`src/design/srlm_pkg.sv`:
```
// Shared types and constants of the serial register link master.
`default_nettype none
package srlm_pkg;

    // Item codes of the input channel.
    localparam logic [2:0] OP_BEGIN_WR = 3'd0;
    localparam logic [2:0] OP_WORD     = 3'd1;
    localparam logic [2:0] OP_BEGIN_RD = 3'd2;
    localparam logic [2:0] OP_RX       = 3'd3;
    localparam logic [2:0] OP_TICK     = 3'd4;

    // Kinds of result beats.
    localparam logic [1:0] KIND_TX   = 2'd0;
    localparam logic [1:0] KIND_WORD = 2'd1;
    localparam logic [1:0] KIND_DONE = 2'd2;

    // Register indexes on the configuration port.
    localparam logic [2:0] REG_OWN_STATION = 3'd0;
    localparam logic [2:0] REG_WRITE_CMD   = 3'd1;
    localparam logic [2:0] REG_READ_CMD    = 3'd2;
    localparam logic [2:0] REG_OK_STATUS   = 3'd3;
    localparam logic [2:0] REG_BYTE_TMO    = 3'd4;

    localparam int ADDR_W      = 5;
    localparam int DATA_W      = 32;
    localparam int MAX_BEATS   = 5;
    localparam int BEAT_CNT_W  = 3;
    localparam int QUEUE_DEPTH = 4;

    localparam logic [7:0]  RST_OWN_STATION = 8'd1;
    localparam logic [15:0] RST_BYTE_TMO    = 16'd25;

    typedef struct packed {
        logic [7:0]  own_station;
        logic [7:0]  write_command;
        logic [7:0]  read_command;
        logic [7:0]  ok_status;
        logic [15:0] byte_timeout;
    } t_cfg;

    // One queue entry: the whole group of beats caused by one item.
    typedef struct packed {
        logic [BEAT_CNT_W-1:0]       beats;
        logic [1:0]                  kind;
        logic [MAX_BEATS-1:0][7:0]   bytes;
        logic [15:0]                 word;
        logic                        failed;
    } t_desc;

endpackage
`default_nettype wire

```
`src/design/srlm_regs.sv`:
```
// Configuration registers behind the APB-style port.
`default_nettype none
module srlm_regs (
    input  wire logic                         i_clk,
    input  wire logic                         i_rst_n,
    input  wire logic                         psel,
    input  wire logic                         penable,
    input  wire logic                         pwrite,
    input  wire logic [srlm_pkg::ADDR_W-1:0]  paddr,
    input  wire logic [srlm_pkg::DATA_W-1:0]  pwdata,
    output logic      [srlm_pkg::DATA_W-1:0]  prdata,
    output logic                              pready,
    output srlm_pkg::t_cfg                    o_cfg
);

    srlm_pkg::t_cfg r_cfg;
    logic [2:0]     reg_idx;
    logic           wr_en;

    assign pready  = 1'b1;
    assign reg_idx = paddr[srlm_pkg::ADDR_W-1:2];
    assign wr_en   = psel && penable && pwrite;
    assign o_cfg   = r_cfg;

    always_ff @(posedge i_clk) begin
        if (!i_rst_n) begin
            r_cfg.own_station   <= srlm_pkg::RST_OWN_STATION;
            r_cfg.write_command <= 8'd0;
            r_cfg.read_command  <= 8'd0;
            r_cfg.ok_status     <= 8'd0;
            r_cfg.byte_timeout  <= srlm_pkg::RST_BYTE_TMO;
        end else if (wr_en) begin
            case (reg_idx)
                srlm_pkg::REG_OWN_STATION: r_cfg.own_station   <= pwdata[7:0];
                srlm_pkg::REG_WRITE_CMD:   r_cfg.write_command <= pwdata[7:0];
                srlm_pkg::REG_READ_CMD:    r_cfg.read_command  <= pwdata[7:0];
                srlm_pkg::REG_OK_STATUS:   r_cfg.ok_status     <= pwdata[7:0];
                srlm_pkg::REG_BYTE_TMO:    r_cfg.byte_timeout  <= pwdata[15:0];
                default: begin
                end
            endcase
        end
    end

    always_comb begin
        case (reg_idx)
            srlm_pkg::REG_OWN_STATION: prdata = {24'd0, r_cfg.own_station};
            srlm_pkg::REG_WRITE_CMD:   prdata = {24'd0, r_cfg.write_command};
            srlm_pkg::REG_READ_CMD:    prdata = {24'd0, r_cfg.read_command};
            srlm_pkg::REG_OK_STATUS:   prdata = {24'd0, r_cfg.ok_status};
            srlm_pkg::REG_BYTE_TMO:    prdata = {16'd0, r_cfg.byte_timeout};
            default:                   prdata = '0;
        endcase
    end

endmodule
`default_nettype wire

```
`src/design/srlm_front.sv`:
```
// Front end: accepts items, runs the transaction sequencer, queues beat groups.
`default_nettype none
module srlm_front (
    input  wire logic           i_clk,
    input  wire logic           i_rst_n,
    input  wire srlm_pkg::t_cfg i_cfg,
    input  wire logic           i_valid,
    output logic                o_stall,
    input  wire logic [2:0]     i_op,
    input  wire logic [7:0]     i_reg_addr,
    input  wire logic [7:0]     i_word_count,
    input  wire logic [15:0]    i_data_word,
    input  wire logic [7:0]     i_rx_byte,
    input  wire logic           i_full,
    output logic                o_push,
    output srlm_pkg::t_desc     o_desc
);

    localparam logic [3:0] PH_IDLE  = 4'd0;
    localparam logic [3:0] PH_WDATA = 4'd1;
    localparam logic [3:0] PH_RSTN  = 4'd2;
    localparam logic [3:0] PH_RSTAT = 4'd3;
    localparam logic [3:0] PH_RADDR = 4'd4;
    localparam logic [3:0] PH_RLEN  = 4'd5;
    localparam logic [3:0] PH_RHI   = 4'd6;
    localparam logic [3:0] PH_RLO   = 4'd7;
    localparam logic [3:0] PH_RCK   = 4'd8;

    logic [3:0]  r_phase, n_phase;
    logic        r_is_read, n_is_read;
    logic [7:0]  r_words_left, n_words_left;
    logic [7:0]  r_sum, n_sum;
    logic [7:0]  r_station, n_station;
    logic [7:0]  r_status, n_status;
    logic [7:0]  r_high, n_high;
    logic [15:0] r_wait, n_wait;

    logic        accept;
    logic        waiting;
    logic        begin_rd;
    logic [7:0]  cmd_byte;
    logic [7:0]  hdr_sum;
    logic [7:0]  word_sum;
    logic [7:0]  left_dec;
    logic        bad;

    assign o_stall  = i_full;
    assign accept   = i_valid && !i_full;
    assign waiting  = (r_phase >= PH_RSTN) && (r_phase <= PH_RCK);
    assign begin_rd = (i_op == srlm_pkg::OP_BEGIN_RD);
    assign cmd_byte = begin_rd ? i_cfg.read_command : i_cfg.write_command;
    assign hdr_sum  = i_cfg.own_station + cmd_byte + i_reg_addr + i_word_count;
    assign word_sum = r_sum + i_data_word[15:8] + i_data_word[7:0];
    assign left_dec = r_words_left - 8'd1;
    assign bad      = (r_status != i_cfg.ok_status)
                      || (r_is_read && (r_station != i_cfg.own_station));

    always_comb begin
        n_phase      = r_phase;
        n_is_read    = r_is_read;
        n_words_left = r_words_left;
        n_sum        = r_sum;
        n_station    = r_station;
        n_status     = r_status;
        n_high       = r_high;
        n_wait       = r_wait;
        o_push       = 1'b0;
        o_desc       = '0;

        if (accept) begin
            if ((i_op == srlm_pkg::OP_BEGIN_WR || begin_rd) && r_phase == PH_IDLE) begin
                o_push         = 1'b1;
                o_desc.kind    = srlm_pkg::KIND_TX;
                o_desc.bytes[0] = i_cfg.own_station;
                o_desc.bytes[1] = cmd_byte;
                o_desc.bytes[2] = i_reg_addr;
                o_desc.bytes[3] = i_word_count;
                n_is_read      = begin_rd;
                n_words_left   = i_word_count;
                n_sum          = hdr_sum;
                if (begin_rd || i_word_count == 8'd0) begin
                    o_desc.beats    = 3'd5;
                    o_desc.bytes[4] = hdr_sum;
                    n_phase         = PH_RSTN;
                    n_wait          = i_cfg.byte_timeout;
                end else begin
                    o_desc.beats = 3'd4;
                    n_phase      = PH_WDATA;
                end
            end else if (i_op == srlm_pkg::OP_WORD && r_phase == PH_WDATA) begin
                o_push          = 1'b1;
                o_desc.kind     = srlm_pkg::KIND_TX;
                o_desc.bytes[0] = i_data_word[15:8];
                o_desc.bytes[1] = i_data_word[7:0];
                n_sum           = word_sum;
                n_words_left    = left_dec;
                if (left_dec == 8'd0) begin
                    o_desc.beats    = 3'd3;
                    o_desc.bytes[2] = word_sum;
                    n_phase         = PH_RSTN;
                    n_wait          = i_cfg.byte_timeout;
                end else begin
                    o_desc.beats = 3'd2;
                end
            end else if (i_op == srlm_pkg::OP_RX && waiting) begin
                n_wait = i_cfg.byte_timeout;
                case (r_phase)
                    PH_RSTN: begin
                        n_station = i_rx_byte;
                        n_phase   = PH_RSTAT;
                    end
                    PH_RSTAT: begin
                        n_status = i_rx_byte;
                        n_phase  = r_is_read ? PH_RADDR : PH_RCK;
                    end
                    PH_RADDR: begin
                        n_phase = PH_RLEN;
                    end
                    PH_RLEN: begin
                        n_phase = (r_words_left != 8'd0) ? PH_RHI : PH_RCK;
                    end
                    PH_RHI: begin
                        n_high  = i_rx_byte;
                        n_phase = PH_RLO;
                    end
                    PH_RLO: begin
                        o_push       = 1'b1;
                        o_desc.beats = 3'd1;
                        o_desc.kind  = srlm_pkg::KIND_WORD;
                        o_desc.word  = {r_high, i_rx_byte};
                        n_words_left = left_dec;
                        n_phase      = (left_dec != 8'd0) ? PH_RHI : PH_RCK;
                    end
                    default: begin
                        // Checksum byte of the reply: not verified, ends the transaction.
                        o_push        = 1'b1;
                        o_desc.beats  = 3'd1;
                        o_desc.kind   = srlm_pkg::KIND_DONE;
                        o_desc.failed = bad;
                        n_phase       = PH_IDLE;
                        n_wait        = 16'd0;
                    end
                endcase
            end else if (i_op == srlm_pkg::OP_TICK && waiting) begin
                if (r_wait <= 16'd1) begin
                    o_push        = 1'b1;
                    o_desc.beats  = 3'd1;
                    o_desc.kind   = srlm_pkg::KIND_DONE;
                    o_desc.failed = 1'b1;
                    n_phase       = PH_IDLE;
                    n_wait        = 16'd0;
                end else begin
                    n_wait = r_wait - 16'd1;
                end
            end
        end
    end

    always_ff @(posedge i_clk) begin
        if (!i_rst_n) begin
            r_phase      <= PH_IDLE;
            r_is_read    <= 1'b0;
            r_words_left <= 8'd0;
            r_sum        <= 8'd0;
            r_station    <= 8'd0;
            r_status     <= 8'd0;
            r_high       <= 8'd0;
            r_wait       <= 16'd0;
        end else begin
            r_phase      <= n_phase;
            r_is_read    <= n_is_read;
            r_words_left <= n_words_left;
            r_sum        <= n_sum;
            r_station    <= n_station;
            r_status     <= n_status;
            r_high       <= n_high;
            r_wait       <= n_wait;
        end
    end

endmodule
`default_nettype wire

```
`src/design/srlm_queue.sv`:
```
// Short queue of beat groups between the front end and the output sequencer.
`default_nettype none
module srlm_queue #(
    parameter int DEPTH = srlm_pkg::QUEUE_DEPTH
) (
    input  wire logic            i_clk,
    input  wire logic            i_rst_n,
    input  wire logic            i_push,
    input  wire srlm_pkg::t_desc i_desc,
    input  wire logic            i_pop,
    output srlm_pkg::t_desc      o_desc,
    output logic                 o_full,
    output logic                 o_empty
);

    localparam int PTR_W = (DEPTH > 1) ? $clog2(DEPTH) : 1;
    localparam int CNT_W = $clog2(DEPTH + 1);
    localparam logic [PTR_W-1:0] LAST_PTR = PTR_W'(DEPTH - 1);
    localparam logic [CNT_W-1:0] FULL_CNT = CNT_W'(DEPTH);

    srlm_pkg::t_desc  r_mem [DEPTH];
    logic [PTR_W-1:0] r_wptr;
    logic [PTR_W-1:0] r_rptr;
    logic [CNT_W-1:0] r_count;
    logic             do_push;
    logic             do_pop;

    assign o_full  = (r_count == FULL_CNT);
    assign o_empty = (r_count == '0);
    assign o_desc  = r_mem[r_rptr];
    assign do_push = i_push && !o_full;
    assign do_pop  = i_pop && !o_empty;

    always_ff @(posedge i_clk) begin
        if (do_push) begin
            r_mem[r_wptr] <= i_desc;
        end
    end

    always_ff @(posedge i_clk) begin
        if (!i_rst_n) begin
            r_wptr  <= '0;
            r_rptr  <= '0;
            r_count <= '0;
        end else begin
            if (do_push) begin
                r_wptr <= (r_wptr == LAST_PTR) ? '0 : r_wptr + 1'b1;
            end
            if (do_pop) begin
                r_rptr <= (r_rptr == LAST_PTR) ? '0 : r_rptr + 1'b1;
            end
            if (do_push && !do_pop) begin
                r_count <= r_count + 1'b1;
            end else if (do_pop && !do_push) begin
                r_count <= r_count - 1'b1;
            end
        end
    end

endmodule
`default_nettype wire

```
`src/design/srlm_back.sv`:
```
// Output sequencer: plays one beat group out, one beat per accepted cycle.
`default_nettype none
module srlm_back (
    input  wire logic            i_clk,
    input  wire logic            i_rst_n,
    input  wire srlm_pkg::t_desc i_desc,
    input  wire logic            i_empty,
    output logic                 o_pop,
    output logic                 o_valid,
    input  wire logic            i_stall,
    output logic [1:0]           o_kind,
    output logic [7:0]           o_tx_byte,
    output logic [15:0]          o_read_word,
    output logic                 o_failed,
    output logic                 o_last
);

    srlm_pkg::t_desc               r_desc;
    logic                          r_busy;
    logic [srlm_pkg::BEAT_CNT_W-1:0] r_idx;
    logic                          accept;
    logic                          load;

    assign o_valid     = r_busy;
    assign o_last      = (r_idx == r_desc.beats - 1'b1);
    assign o_kind      = r_desc.kind;
    assign o_tx_byte   = r_desc.bytes[r_idx];
    assign o_read_word = r_desc.word;
    assign o_failed    = r_desc.failed;
    assign accept      = r_busy && !i_stall;
    // The next group is taken in the cycle the last beat of the current one leaves.
    assign load        = !r_busy || (accept && o_last);
    assign o_pop       = load && !i_empty;

    always_ff @(posedge i_clk) begin
        if (load) begin
            r_desc <= i_desc;
        end
    end

    always_ff @(posedge i_clk) begin
        if (!i_rst_n) begin
            r_busy <= 1'b0;
            r_idx  <= '0;
        end else if (load) begin
            r_busy <= !i_empty;
            r_idx  <= '0;
        end else if (accept) begin
            r_idx <= r_idx + 1'b1;
        end
    end

endmodule
`default_nettype wire

```
`src/design/serial_register_link_master.sv`:
```
// Top level of the serial register link master.
// Input channel (i_valid / o_stall): one item per beat, op selects begin write,
// write word, begin read, received byte or timer tick; other fields ride along.
// Output channel (o_valid / i_stall): one result per beat, o_last marks the
// final beat caused by an input item. A begin item gives four or five transmit
// bytes, a write word two or three, a reply byte or tick at most one.
// An accepted item goes into the beat-group queue; its first beat appears once the
// output sequencer has loaded it. The sequencer sends one beat per cycle while the
// receiver does not stall; the front end takes one item per cycle as long as the
// beat-group queue has room.
// Configuration goes through the APB-style port; writes complete in the access
// cycle and pready is always high. Registers should be changed only while idle.
// Reset (synchronous, active low) returns the sequencer to idle, empties the
// queue and loads the register defaults. While the receiver stalls, the current
// beat holds and the queue fills; o_stall rises once the queue is full.
`default_nettype none
module serial_register_link_master #(
    parameter int QUEUE_DEPTH = srlm_pkg::QUEUE_DEPTH
) (
    input  wire logic                         i_clk,
    input  wire logic                         i_rst_n,
    input  wire logic                         psel,
    input  wire logic                         penable,
    input  wire logic                         pwrite,
    input  wire logic [srlm_pkg::ADDR_W-1:0]  paddr,
    input  wire logic [srlm_pkg::DATA_W-1:0]  pwdata,
    output logic      [srlm_pkg::DATA_W-1:0]  prdata,
    output logic                              pready,
    input  wire logic                         i_valid,
    output logic                              o_stall,
    input  wire logic [2:0]                   i_op,
    input  wire logic [7:0]                   i_reg_addr,
    input  wire logic [7:0]                   i_word_count,
    input  wire logic [15:0]                  i_data_word,
    input  wire logic [7:0]                   i_rx_byte,
    output logic                              o_valid,
    input  wire logic                         i_stall,
    output logic [1:0]                        o_kind,
    output logic [7:0]                        o_tx_byte,
    output logic [15:0]                       o_read_word,
    output logic                              o_failed,
    output logic                              o_last
);

    srlm_pkg::t_cfg  cfg;
    srlm_pkg::t_desc push_desc;
    srlm_pkg::t_desc head_desc;
    logic            push;
    logic            pop;
    logic            q_full;
    logic            q_empty;

    srlm_regs u_regs (
        .i_clk   (i_clk),
        .i_rst_n (i_rst_n),
        .psel    (psel),
        .penable (penable),
        .pwrite  (pwrite),
        .paddr   (paddr),
        .pwdata  (pwdata),
        .prdata  (prdata),
        .pready  (pready),
        .o_cfg   (cfg)
    );

    srlm_front u_front (
        .i_clk        (i_clk),
        .i_rst_n      (i_rst_n),
        .i_cfg        (cfg),
        .i_valid      (i_valid),
        .o_stall      (o_stall),
        .i_op         (i_op),
        .i_reg_addr   (i_reg_addr),
        .i_word_count (i_word_count),
        .i_data_word  (i_data_word),
        .i_rx_byte    (i_rx_byte),
        .i_full       (q_full),
        .o_push       (push),
        .o_desc       (push_desc)
    );

    srlm_queue #(
        .DEPTH (QUEUE_DEPTH)
    ) u_queue (
        .i_clk   (i_clk),
        .i_rst_n (i_rst_n),
        .i_push  (push),
        .i_desc  (push_desc),
        .i_pop   (pop),
        .o_desc  (head_desc),
        .o_full  (q_full),
        .o_empty (q_empty)
    );

    srlm_back u_back (
        .i_clk       (i_clk),
        .i_rst_n     (i_rst_n),
        .i_desc      (head_desc),
        .i_empty     (q_empty),
        .o_pop       (pop),
        .o_valid     (o_valid),
        .i_stall     (i_stall),
        .o_kind      (o_kind),
        .o_tx_byte   (o_tx_byte),
        .o_read_word (o_read_word),
        .o_failed    (o_failed),
        .o_last      (o_last)
    );

    // Word and done results are single-beat groups.
    a_single_beat: assert property (@(posedge i_clk) disable iff (!i_rst_n)
        o_valid |-> (o_kind == srlm_pkg::KIND_TX || o_last))
        else $error("word or done result not marked last");

    // The front end never pushes into a full queue.
    a_no_overflow: assert property (@(posedge i_clk) disable iff (!i_rst_n)
        push |-> !q_full)
        else $error("push into full queue");

    // A waiting group follows the last beat of the current one without a gap.
    a_no_bubble: assert property (@(posedge i_clk) disable iff (!i_rst_n)
        (o_valid && !i_stall && o_last && !q_empty) |=> o_valid)
        else $error("output bubble with queued results");

    // Transmit beats only carry bytes, never word or failure bits.
    a_tx_clean: assert property (@(posedge i_clk) disable iff (!i_rst_n)
        (o_valid && o_kind == srlm_pkg::KIND_TX) |-> (o_read_word == 16'd0 && !o_failed))
        else $error("transmit beat carries stray fields");

endmodule
`default_nettype wire

```
`config.mk`:
```
export PLATFORM = sky130hd
export DESIGN_NAME = serial_register_link_master
export DESIGN_NICKNAME = d
export VERILOG_FILES = /design/src/design/srlm_pkg.sv /design/src/design/srlm_regs.sv /design/src/design/srlm_front.sv /design/src/design/srlm_queue.sv /design/src/design/srlm_back.sv /design/src/design/serial_register_link_master.sv
export SDC_FILE = /design/constraint.sdc
export NUM_CORES = 1
export LEC_CHECK = 0
export BUFFER_PORTS_ARGS = -buffer_cell sky130_fd_sc_hd__buf_2
export CORE_MARGIN = 5
export CORE_UTILIZATION = 60
export CTS_CLUSTER_SIZE = 25
export DETAILED_ROUTE_END_ITERATION = 8
export PLACE_DENSITY = 0.82
export SETUP_SLACK_MARGIN = 0.05
export SKIP_CTS_REPAIR_TIMING = 1
export SLEW_MARGIN = 20
export SYNTH_ARGS = -nofsm -noshare
export SYNTH_HDL_FRONTEND = slang
export SYNTH_SLANG_ARGS = --single-unit
export TNS_END_PERCENT = 10
```
`constraint.sdc`:
```
create_clock -name i_clk -period 9.11 [get_ports i_clk]
set_input_delay 1.3665 -clock i_clk [delete_from_list [all_inputs] [get_ports i_clk]]
set_output_delay 1.3665 -clock i_clk [all_outputs]
set_load 0.01 [all_outputs]
```
Word level (Yosys, flattened, before mapping)
Memory sizes are Yosys's and may differ from the RTL's. A register that Yosys moved wholly into a read port is not among the register bits.
Cells that the tools add are included.
{ "totals": {"ff_bits": 120, "ramBits": 248, "out_inout_bits": 63, "elab_cells": 180, "memories": 1} }
{ "memory_table": {"columns": ["memory", "depth", "word_bits", "rd", "rd_ports_with_merged_regs", "wr", "line_no", "text"], "rows": [
  ["u_queue.r_mem", 4, 62, 1, 1, 1, "srlm_queue.sv:21", "srlm_pkg::t_desc r_mem [DEPTH];"]
]} }
{ "op_classes": {"add_sub_neg": 13, "n_lt_le_gt_ge": 4, "eq_ne": 23, "mux": 62, "n_bitwise": 3, "reduce_logical": 56} }
{ "ops": {"columns": ["op", "count"], "rows": [
  ["two-way mux 16 bit", 11],
  ["two-way mux 8 bit", 10],
  ["case mux 16 bit (5 select lines)", 1],
  ["two-way mux 62 bit", 1],
  ["two-way mux 24 bit", 2],
  ["adder 8 bit", 5],
  ["two-way mux 4 bit", 9],
  ["two-way mux 17 bit", 2],
  ["binary-select mux 8 bit (select 3 bit)", 1],
  ["case mux 4 bit (6 select lines)", 1],
  ["two-way mux 5 bit", 4],
  ["equality test 4 x 3 -> 1 bit, second input constant", 4],
  ["less-or-equal comparator 16 x 1 -> 1 bit, second input constant", 1],
  ["logical AND 1 bit", 16],
  ["zero test 8 bit", 2],
  ["!= test 8 bit", 2],
  ["nonzero test 8 bit", 2],
  ["subtractor 16 x 1 -> 16 bit, second input constant", 1],
  ["AND reduction 5 bit", 3],
  ["AND reduction 2 bit", 7],
  ["two-way mux 1 bit", 13],
  ["equality test 3 x 2 -> 1 bit, second input constant", 4],
  ["equality test 3 bit, second input constant", 3],
  ["zero test 3 bit", 3],
  ["29 further kinds", 53]
]} }

Longest topological paths before layout
{ "logic_depth": {"ltp_word": 13, "mapped_depth": 13, "ltp_nobuf": 12} }

By module
From an unflattened synthesis, not the netlist that was laid out.
{ "unflattened": {"hier_cells": 1431, "hier_area_um2": 19505.0} }
{ "modules_own_cells": {"columns": ["mod", "n_inst", "cells_per_inst", "area_per_inst_um2", "seq_area_each_um2"], "rows": [
  ["srlm_queue", 1, 375, 9496.6, 7627.3],
  ["srlm_front", 1, 664, 5108.6, 1221.2],
  ["srlm_back", 1, 143, 2581.2, 1941.9],
  ["srlm_regs", 1, 249, 2318.5, 960.9]
]} }

Worst setup path after synthesis
Ideal clock, no wire load.
{ "synth_timing": {"path_kind": "input to register", "start": "input i_stall", "end": "register u_queue.r_count[2]", "arrival_time_ns": 7.895, "t_required_ns": 9.040, "slack_ns": 1.145, "cell_stages": 8, "path_buffers": 0, "cell_sequence": "o21ai_0 > o31ai_1 > ha_1 > inv_1 > fa_1 > xor2_1 > or3_1 > a21oi_1"} }
{ "synth_via": {"elab_chain_len": 9} }
{ "synth_rtl": {"columns": ["item", "line_no", "text"], "rows": [
  ["from (decl)", "serial_register_link_master.sv:37", "input wire logic i_stall,"],
  ["zero test 1 bit *", "srlm_back.sv:30", "assign accept = r_busy && !i_stall;"],
  ["logical AND 1 bit *", "srlm_back.sv:30", null],
  ["logical AND 1 bit *", "srlm_back.sv:32", "assign load = !r_busy || (accept && o_last);"],
  ["logical OR 1 bit *", "srlm_back.sv:32", null],
  ["logical AND 1 bit *", "srlm_back.sv:33", "assign o_pop = load && !i_empty;"],
  ["logical AND 1 bit *", "srlm_queue.sv:32", "assign do_pop = i_pop && !o_empty;"],
  ["zero test 1 bit", "srlm_queue.sv:52", "if (do_push && !do_pop) begin"],
  ["logical AND 1 bit", "srlm_queue.sv:52", null],
  ["two-way mux 3 bit or nonzero test 2 bit (tied branches)", null, null],
  ["to (signal assigned)", "srlm_queue.sv:53", "r_count <= r_count + 1'b1;"],
  ["to (signal assigned)", "srlm_queue.sv:55", "r_count <= r_count - 1'b1;"],
  ["to (decl)", "srlm_queue.sv:24", "logic [CNT_W-1:0] r_count;"]
]} }
Every way passes the cells marked *; elsewhere a longest branch is shown, timed or not.
A chain may end at the register's enable or synchronous reset.

==> results_dict.tcl <==
set metrics [dict create \
    clock_path_buffers 3 \
    synth_largest_area_cell "sky130_fd_sc_hd__edfxtp_1" \
    clk_transition_reported_paths_ps 60 \
    timing.reg2reg.setup_slack_ps 5160 \
    ys.warnings.count 0 \
    timing.max_slew.rel_slack_pct 23.2 \
    synthTopCellsByArea "sky130_fd_sc_hd__edfxtp_1, sky130_fd_sc_hd__dfxtp_1, sky130_fd_sc_hd__mux4_2" \
    synthDistinctLibCells 78 \
    achievable-frequency_mhz 223 \
    synth_seq_cells 430 \
    clock_insertion_delay_worst_skew_ps 530 \
    overflow 0 \
    postRouteWirelength_um 45500 \
    detailedPlacementHpwl_um 28800 \
    cp_cell_sequence "buf_2 > nand4bb_1 > or4_1 > a21oi_2 > nand2_1 > inv_1 > a22o_1" \
    fp.dieArea_um2 35600 \
    timing.final.setup_violations 0 \
    fin_total_pwr_w 0.00538 \
    leakage_nw 7.93 \
    detail_route.vias_per_cell 6.29 \
    type_of_the_worst_setup_path "input pin to flip-flop" \
    min_path_cells 2 \
    synthCells 1399 \
    cp.arrival_ps 4830 \
    synth_most_common_cell "sky130_fd_sc_hd__edfxtp_1" \
    endpoint_kind "flip-flop" \
    tritoncts "yes" \
    synth-seq-area-share_pct 61.2 \
    die_w_um 189 \
    drt_drc_violations_left 0 \
    period_share_pct 49.2 \
    iteration_count_of_the_initial_detailed_routing_pass 5 \
    num-fill-cells 2151 \
    detail_route.iter0.violations 1152 \
    floorplan.core_area_um2 31600 \
    numPortBuffers 114 \
    timing.clock.skew_ps 11.3 \
    worstPathMaxFanout 24 \
    worst_setup_path_start_kind "input pin" \
    post-route-util_pct 67.6 \
    finalWeightedCongestion 0.908 \
    total_number_of_cells_along_the_worst_setup_path 7 \
    cts-htree-levels 2 \
    ff2ff_path_depth 6 \
    ios 150 \
    final_antenna_violating_net_count 0 \
    timing.critical_path.slowest_stage_cell "sky130_fd_sc_hd__inv_1" \
    period_needed_ps 4480 \
    setup-tns-final_ps 0 \
    slowest_delay_ps 880 \
    async_flop_share_pct 0 \
    maxCapViolCount 0 \
    grt_pass1_vias 12100 \
    critical_path.top_delay_family "simple AND/OR/NAND/NOR gates" \
    height_of_the_die_um 189 \
    grt_start_max_net_pins 105 \
    area_delta_synth_final_pct 11.5 \
    worst_hold_path_type "flip-flop to flip-flop" \
    vias 12100 \
    crit_buf_inv 2 \
    drive_above_1_share_pct 19.6 \
    cellPowerDensity_nw_per_um2 252 \
    grt_setup_unrepaired "no" \
    final_net_count 1620 \
    ctsRootBufferMaster "sky130_fd_sc_hd__clkbuf_16" \
    synth_top_cell_area_share_pct 48.6 \
    postSynthAreaPerCell_um2 13.7 \
    cp_required_ps 9460 \
    synth.cell_area_um2 19100 \
    finalHoldWorstSlack_ps 471 \
    initial_utilization_pct 60.7 \
    worst-slew-pin-transition_ps 1150 \
    synth_common_cells "sky130_fd_sc_hd__edfxtp_1, sky130_fd_sc_hd__dfxtp_1, sky130_fd_sc_hd__nand2_1" \
    global_route.usage.total_pct 25.3 \
    worst_ir_drop_vdd_mv 0.130 \
    std_cell_rows 65 \
    clock_sinks 430 \
    status "finished, final reports clean" \
    slew_violations 0 \
    most_used_flip_flop_cell_after_synthesis "sky130_fd_sc_hd__edfxtp_1" \
    synth_edf_count 310 \
    wire_length_of_the_first_global_routing_pass_um 70200 \
    tritoncts.num_buffers 43 \
    grt_antenna_before_repair 9 \
    final_hold_viol_count 0 \
    routedWlPerCell_um 23.6 \
]
cells in the final DEF (no fill, tap or decap), drive strengths merged, types with 14 or more instances in the layout:
master and count:
xnor2 19, o21ai 38, mux4 70, nand2 119, nor2 118, xor2 18
nand3 14, and2 32, clkinv 15, a21oi 72, ha 26, nor3 19
fa 23, clkbuf 51, dfxtp 120, inv 49, conb 17, buf 130
mux2i 80, edfxtp 310
cell type report:
type | instances | area, um^2 | area share (%)
diodes | 7 | 17.5 | 0.0821
clock buffers | 51 | 1120 | 5.23
multi-input cells | 832 | 6770 | 31.7
inverters | 47 | 176 | 0.827
repair buffers | 130 | 694 | 3.26
well taps | 402 | 503 | 2.36
flip-flops and latches | 430 | 11700 | 54.9
clock inverters | 26 | 338 | 1.58
flip-flops by register name, summed over array words and instances (netlist names), 2 cells and up:
signal,cells
u_front.r_status,8
u_queue.r_wptr,2
u_front.r_station,8
u_back.r_idx,3
u_front.r_sum,8
u_front.r_high,8
u_back.o_read_word,16
u_queue.r_count,3
u_queue.r_rptr,2
u_back.r_desc,43
u_front.r_phase,4
u_back.o_kind,2
u_front.r_words_left,8
u_front.r_wait,16
u_queue.r_mem,248
u_regs.o_cfg,48
routing by layer:
layer  part of all wire, %  vias up  track usage [%]
li1                      -     5337                -
met1                    39     6021             34.8
met2                    50      638             41.8
met3                   8.0      107             4.41
met4                   3.0        6             8.10
met5                 0.073        -                0
metrics by stage:
stage / setup WS (ps) / area [um^2] / instances
floorplan: 1140 / 19200 / 1414
global placement: 4320 / 19900 / 1841
detailed placement: 4250 / 19900 / 1841
CTS: 4720 / 21300 / 1918
global route: 4560 / 21300 / 1923
finish: 4630 / 21300 / 1925
where the power goes:
group | internal [W] | switching [W] | total (W) | leakage [nW]
logic | 0.000468 | 0.000604 | 0.00107 | 3.24
clock network | 0.00110 | 0.000727 | 0.00183 | 0.715
registers | 0.00235 | 0.000126 | 0.00248 | 3.97
total | 0.00392 | 0.00146 | 0.00538 | 7.93
final timing paths:
kind                                                       from                               to
worst max-delay path                                    i_op[2]   u_queue.r_mem[2][39]$_DFFE_PP_
worst min-delay path            u_front.r_wait[15]$_SDFFE_PN0P_  u_front.r_wait[15]$_SDFFE_PN0P_
worst max register to register  u_front.r_phase[0]$_SDFFE_PN0P_   u_queue.r_mem[2][39]$_DFFE_PP_
worst min register to register  u_front.r_wait[15]$_SDFFE_PN0P_  u_front.r_wait[15]$_SDFFE_PN0P_
worst register-to-register path, delay by kind of cell (launching register included):
family                 cells  cell delay [ps]
and+or+nand+nor            3             1320
DFF                        1              480
AOI/OAI and AO/OA          2             1090
buffers and inverters      1              890
cells by family (layout without fill, tap and decap cells):
logic type      Yosys count  after routing  synth area share (%)
flops                   430            430                  61.2
compound gates          206            206                  7.04
xor+xnor                 39             39                  1.93
buf+inv                 152            254                  3.88
simple gates            368            368                  9.22
fa+ha+maj                49             49                  4.11
mux                     153            153                  12.6
other cells               2             24                0.0392
Note: power is estimated with default switching activity, not from simulation.
